File: config.mk
export PLATFORM = sky130hd
export DESIGN_NAME = ratam_product
export DESIGN_NICKNAME = d
export VERILOG_FILES = /design/src/rtl/core/ratam_pkg.sv /design/src/rtl/core/ratam_product.sv
export SDC_FILE = /design/constraint.sdc
export NUM_CORES = 2
export LEC_CHECK = 0
export BUFFER_PORTS_ARGS = -buffer_cell sky130_fd_sc_hd__clkbuf_2
export CAP_MARGIN = 10
export CORE_MARGIN = 2
export CORE_UTILIZATION = 70
export CTS_CLUSTER_SIZE = 14
export DETAILED_ROUTE_END_ITERATION = 6
export PLACE_DENSITY = 0.95
export RECOVER_POWER = 100
export SLEW_MARGIN = 20
export SYNTH_ARGS = -nofsm -noshare
export SYNTH_HDL_FRONTEND = slang
export SYNTH_SLANG_ARGS = --single-unit
File: constraint.sdc
create_clock -name clk -period 11.65 [get_ports clk]
set_input_delay 0 -clock clk [delete_from_list [all_inputs] [get_ports clk]]
set_output_delay 0 -clock clk [all_outputs]
set_load 0.05 [all_outputs]
File: src/rtl/core/ratam_pkg.sv
`timescale 1ns / 1ps
// ----------------------------------------------------------------------------
// ratam_pkg
// Types, constants and helper functions of the rational add / multiply unit.
// ----------------------------------------------------------------------------
package ratam_pkg;

  localparam int WORD_BITS = 32;
  localparam int HALF_BITS = WORD_BITS / 2;
  localparam int LEN_W     = 5;
  localparam int SHIFT_W   = 5;

  // Any bit from 15 up in the combined magnitude triggers a scale down.
  localparam logic [WORD_BITS-1:0] SHRINK_TRIGGER = 32'hffff8000;

  typedef logic [WORD_BITS-1:0] word_t;
  typedef logic [LEN_W-1:0]     len_t;

  typedef enum logic {
    CMD_ADD = 1'b0,
    CMD_MUL = 1'b1
  } cmd_t;

  typedef struct packed {
    cmd_t  cmd;
    word_t an;
    word_t ad;
    word_t bn;
    word_t bd;
  } operands_t;

  // Item between scaling stages.
  typedef struct packed {
    cmd_t  cmd;
    logic  same_den;
    word_t an;
    word_t ad;
    word_t bn;
    word_t bd;
    len_t  lbd;
  } scale_item_t;

  typedef struct packed {
    word_t n;
    word_t d;
  } frac_t;

  typedef struct packed {
    logic a;
    logic b;
  } shrink_sel_t;

  typedef struct packed {
    word_t x;
    word_t y;
    word_t den;
  } prod_item_t;

  function automatic word_t mag(input word_t x);
    return x[WORD_BITS-1] ? word_t'(-x) : x;
  endfunction

  // Length of the magnitude (index of the highest set bit plus one), bit 31 ignored.
  function automatic len_t bit_len(input word_t x);
    word_t m;
    len_t  r;
    m = mag(x);
    r = '0;
    for (int i = 0; i < WORD_BITS - 1; i++) begin
      if (m[i]) r = len_t'(i + 1);
    end
    return r;
  endfunction

  function automatic word_t div_pow2(input word_t x, input logic [SHIFT_W-1:0] s);
    word_t m;
    m = mag(x) >> s;
    return x[WORD_BITS-1] ? word_t'(-m) : m;
  endfunction

  function automatic frac_t shrink(input word_t n, input word_t d);
    word_t               c;
    int                  k;
    logic [SHIFT_W-1:0]  s;
    frac_t               f;
    c = mag(n) | mag(d);
    k = 16;
    for (int p = 7; p <= 15; p++) begin
      if (c[2*p] || c[2*p-1]) k = p;
    end
    s = SHIFT_W'(2 * (k - 7));
    if ((c & SHRINK_TRIGGER) == '0) begin
      f.n = n;
      f.d = d;
    end else begin
      f.n = div_pow2(n, s);
      f.d = div_pow2(d, s);
    end
    return f;
  endfunction

  // Overflow check on one operand pair.
  function automatic shrink_sel_t check_pair(input len_t lx, input len_t ly, input logic en);
    logic        over;
    shrink_sel_t sel;
    over  = ({1'b0, lx} + {1'b0, ly}) >= (LEN_W + 1)'(WORD_BITS);
    sel.a = en && over && (lx >= len_t'(HALF_BITS));
    sel.b = en && over && (ly >= len_t'(HALF_BITS));
    return sel;
  endfunction

endpackage

File: src/rtl/core/ratam_product.sv
`timescale 1ns / 1ps
// ----------------------------------------------------------------------------
// ratam_product
// Multiply stage followed by the final sum stage, which is the output register.
// ----------------------------------------------------------------------------
module ratam_product
  import ratam_pkg::*;
(
  input  logic        clk,
  input  logic        rst,
  input  logic        in_valid,
  output logic        in_ready,
  input  scale_item_t in_item,
  output logic        out_valid,
  input  logic        out_ready,
  output word_t       out_num,
  output word_t       out_den
);

  logic       pv, ov;
  logic       p_ready, o_ready;
  prod_item_t p, p_next;
  word_t      m1, m2, mdd;

  assign o_ready  = !ov || out_ready;
  assign p_ready  = !pv || o_ready;
  assign in_ready = p_ready;

  // num = x + y; equal-denominator add bypasses the products.
  always_comb begin
    m1  = in_item.an * ((in_item.cmd == CMD_MUL) ? in_item.bn : in_item.bd);
    m2  = in_item.ad * in_item.bn;
    mdd = in_item.ad * in_item.bd;
    if (in_item.same_den) begin
      p_next.x   = in_item.an;
      p_next.y   = in_item.bn;
      p_next.den = in_item.ad;
    end else begin
      p_next.x   = m1;
      p_next.y   = (in_item.cmd == CMD_MUL) ? '0 : m2;
      p_next.den = mdd;
    end
  end

  always_ff @(posedge clk) begin
    if (rst) begin
      pv <= 1'b0;
      ov <= 1'b0;
    end else begin
      if (p_ready) pv <= in_valid;
      if (o_ready) ov <= pv;
    end
  end

  always_ff @(posedge clk) begin
    if (p_ready) p <= p_next;
    if (o_ready) begin
      out_num <= p.x + p.y;
      out_den <= p.den;
    end
  end

  assign out_valid = ov;

endmodule

### Word-level counts from Yosys, hierarchy flattened

Cells that the tools add are included.

* bits of input ports: 139
* logic and storage cells: 18
* flip-flop bits (word level): 162

* multipliers: 3
* $add $sub $neg: 1
* reductions and logical operators: 4
* muxes and demuxes: 3

Operators with widths (number)
* 32-bit by 32-bit multiplier with 32-bit output: 3
* 96-bit two-way mux: 1
* 32-bit two-way mux: 2
* 32-bit adder: 1
* 1-bit logical NOT: 2
* 1-bit logical OR: 2

### Depth between registers and ports, before layout

* depth after elaboration: 3
* gate-level depth with buffers: 29
* gate-level depth less buffers: 27

### Worst setup path after synthesis

Ideal clock, no wire load.

* path kind: input to register
* from: input in_item[134] in the netlist's numbering
* to: register p[94] in the netlist's numbering (data pin)
* path buffers: 3
* data required time: 11.385 ns
* stages on the path: 28
* path slack: 4.438 ns
* data arrival time: 6.947 ns
* cells stage by stage: buf_6 > buf_12 > mux2_1 > clkbuf_1 > and2_1 > fa_1 > inv_1 > fa_1 > fa_1 > fa_1 > inv_1 > fa_1 > inv_1 > fa_1 > inv_1 > fa_1 > fa_1 > ha_1 > a21o_1 > a21o_1 > a21oi_1 > o21ai_0 > a211oi_1 > a21oi_1 > or4_1 > a31oi_1 > xor2_1 > o21ai_1

RTL lines
* start: declaration: RTL line ratam_product.sv:13 `input scale_item_t in_item,`
* end signal: assignment: RTL line ratam_product.sv:56 `if (p_ready) p <= p_next;`
* end: declaration: RTL line ratam_product.sv:22 `prod_item_t p, p_next;`

==> impl_metrics.json <==
{
  "io_buffers": 199,
  "cp-end-kind": "flip-flop",
  "hold_viol_final": 0,
  "syn_nets": 7592,
  "failed_checks": "DRC, capacitance limit, slew limit",
  "clk_latency_ns": 0.48,
  "setup_viol": 0,
  "cp_top_family": "adder cells",
  "max_slew_margin": -1.59,
  "final_cell_area_mm2": 0.0566,
  "grt_max_degree": 96,
  "gp_congestion": 0.961,
  "cp.arrival_ns": 9.73,
  "cts-resized-gates": 0,
  "dr.pass1.iters": 7,
  "clkSlewWorstSetupHoldPaths_ns": 0.08,
  "area_growth_pct": 3.68,
  "hold_class": "in -> reg",
  "antenna_found_initial": 24,
  "synth_area_leader_cell": "fa_1",
  "drive_gt1_frac": 0.0428,
  "grt_pass1_wl_um": 267000,
  "routed_wl_um": 168000,
  "max_stage_delay_ns": 1.83,
  "htreeDepth": 4,
  "synth_warnings": 0,
  "synthArstFlopShare": 0,
  "final_cells": 6853,
  "die_area_mm2": 0.0803,
  "core-area_mm2": 0.0773,
  "drv_slew": 457,
  "yosys.cell_types.count": 68,
  "crit_path_top_delay_cell": "clkbuf_1",
  "overflow": 0,
  "worst_pin_slew_ns": 3.89,
  "yosys_most_used_dff": "edfxtp_1",
  "drv_cap": 8,
  "die_x_um": 283,
  "numClockSinks": 162,
  "required_ns": 11.73,
  "synth_edf_count": 160,
  "dpl.hpwl_um": 118000,
  "dp_cells": 6789,
  "hold_slack_ns": 0.0424,
  "io_pins": 205,
  "tns_ns": 0,
  "track_usage": 0.435,
  "timing.critical_path.mode_cell": "fa_1",
  "nets": 7546,
  "grt_pass1_vias": 50000,
  "fmax_ghz": 0.104,
  "cts_buffer_depth": 2,
  "grt_setup_unrepaired": "no",
  "cp.buffers_inverters": 4,
  "status": "complete, but fails checks",
  "path_class": "in -> reg",
  "viasPerCell": 6.42,
  "syn_area_per_cell_um2": 9.37,
  "fillCellCount": 4553,
  "drt_iter0_markers": 5234,
  "crit_fanout": 39,
  "postSynthRegisterBits": 162,
  "clockRootBuffer": "clkbuf_16",
  "synth_area_mm2": 0.0546,
  "yosysMostFrequentCell": "fa_1",
  "synthCells": 5828,
  "final.setup_skew_ns": 0.0172,
  "finalCriticalPeriod_ns": 9.66,
  "ys_top_cells_by_area": "fa_1 (45%), and2_1 (9.6%), ha_1 (9.2%), edfxtp_1 (8.8%), inv_1 (8.2%)",
  "wl_per_cell_um": 24.6,
  "rows": 102,
  "ys_seq_area_frac": 0.0887,
  "vias": 44000,
  "start_util": 0.706,
  "placed_area_mm2": 0.0560,
  "startpoint_type": "input port",
  "fin_crit_sh": 0.829,
  "cts_tree": "done",
  "drcViolationCount": 50,
  "synth_top_area_frac": 0.449,
  "die-height_um": 283,
  "antenna_left": 0,
  "cts_buffers": 17,
  "synthTopCellsByCount": "fa_1 (1225), inv_1 (1198), nand2_1 (847)"
}
==> worst min-delay path, delay by kind of cell <==
kind,cells,cell delay [ns]
compound gates,1,0.08
simple gates,1,0.08
buf+inv,1,0.25
==> per-stage QoR <==
step,util,setup slack (ns)
final,0.732,1.99
after global routing,0.732,1.71
after CTS,0.733,3.82
after detailed placement,0.724,3.33
after global placement,0.724,3.53
after floorplan,-,4.44
==> layout by cell type (no fill, tap or decap), types with 69 or more instances in the layout <==
cell type  synthesis  layout
a21oi_1           84      85
and2_1           834     821
clkbuf_1         310      72
clkbuf_2           0     132
edfxtp_1         160     160
fa_1            1225    1225
ha_1             400     400
inv_1           1198    1197
nand2_1          847     847
o21ai_0           98     100
xnor2_1          204     204
xor2_1            69      69
==> path summary, 6_finish.rpt <==
check | from | to | slack [ns] | depth (start not counted)
max reg2reg | out_valid | p[80] | 6.70 | 3
min reg2reg | p[11] | out_den[11] | 0.42 | 0
min | in_item[125] | p[88] | 0.04 | 3
max | in_item[134] | p[88] | 1.99 | 25
==> cell families (layout without fill, tap and decap cells) <==
logic type / after synthesis / after routing / synth area share
DFF: 162 / 162 / 0.0887
other: 0 / 19 / 0
xor gates and xnor gates: 276 / 276 / 0.0448
buffers and inverters: 1518 / 1484 / 0.105
and+or+nand+nor: 1840 / 1840 / 0.169
adders and majority gates: 1625 / 1625 / 0.541
AOI/OAI and AO/OA: 365 / 365 / 0.0429
muxes: 42 / 42 / 0.00891
==> what timing repair did <==
action,4_1_cts,5_1_grt
setup buffers,0,0
endpoints found under the hold margin,13,0
hold buffers,14,0
==> registers in the layout, indices dropped and copies added (netlist names) <==
signal     flops
out_den       32
out_num       32
pv             1
out_valid      1
p             96
==> area by class of cell <==
type	count	area, µm²	area share
multi-input cells	4148	44000	0.778
flip-flops and latches	162	4840	0.0855
inverters	1198	4500	0.0794
repair buffers	255	1350	0.0238
well taps	1040	1300	0.0230
clock buffers	17	425	0.00751
clock inverters	14	130	0.00230
diodes	19	47.5	0.000840
==> layer usage <==
| metal | wire, µm | global-route usage |
|---|---|---|
| met5 | 76 | 0.0149 |
| met3 | 24700 | 0.158 |
| met1 | 50300 | 0.486 |
| met4 | 18200 | 0.363 |
| met2 | 75000 | 0.668 |
Power is not shown: default switching activity piles up to over one toggle a cycle in this logic, so the estimate is an artifact.
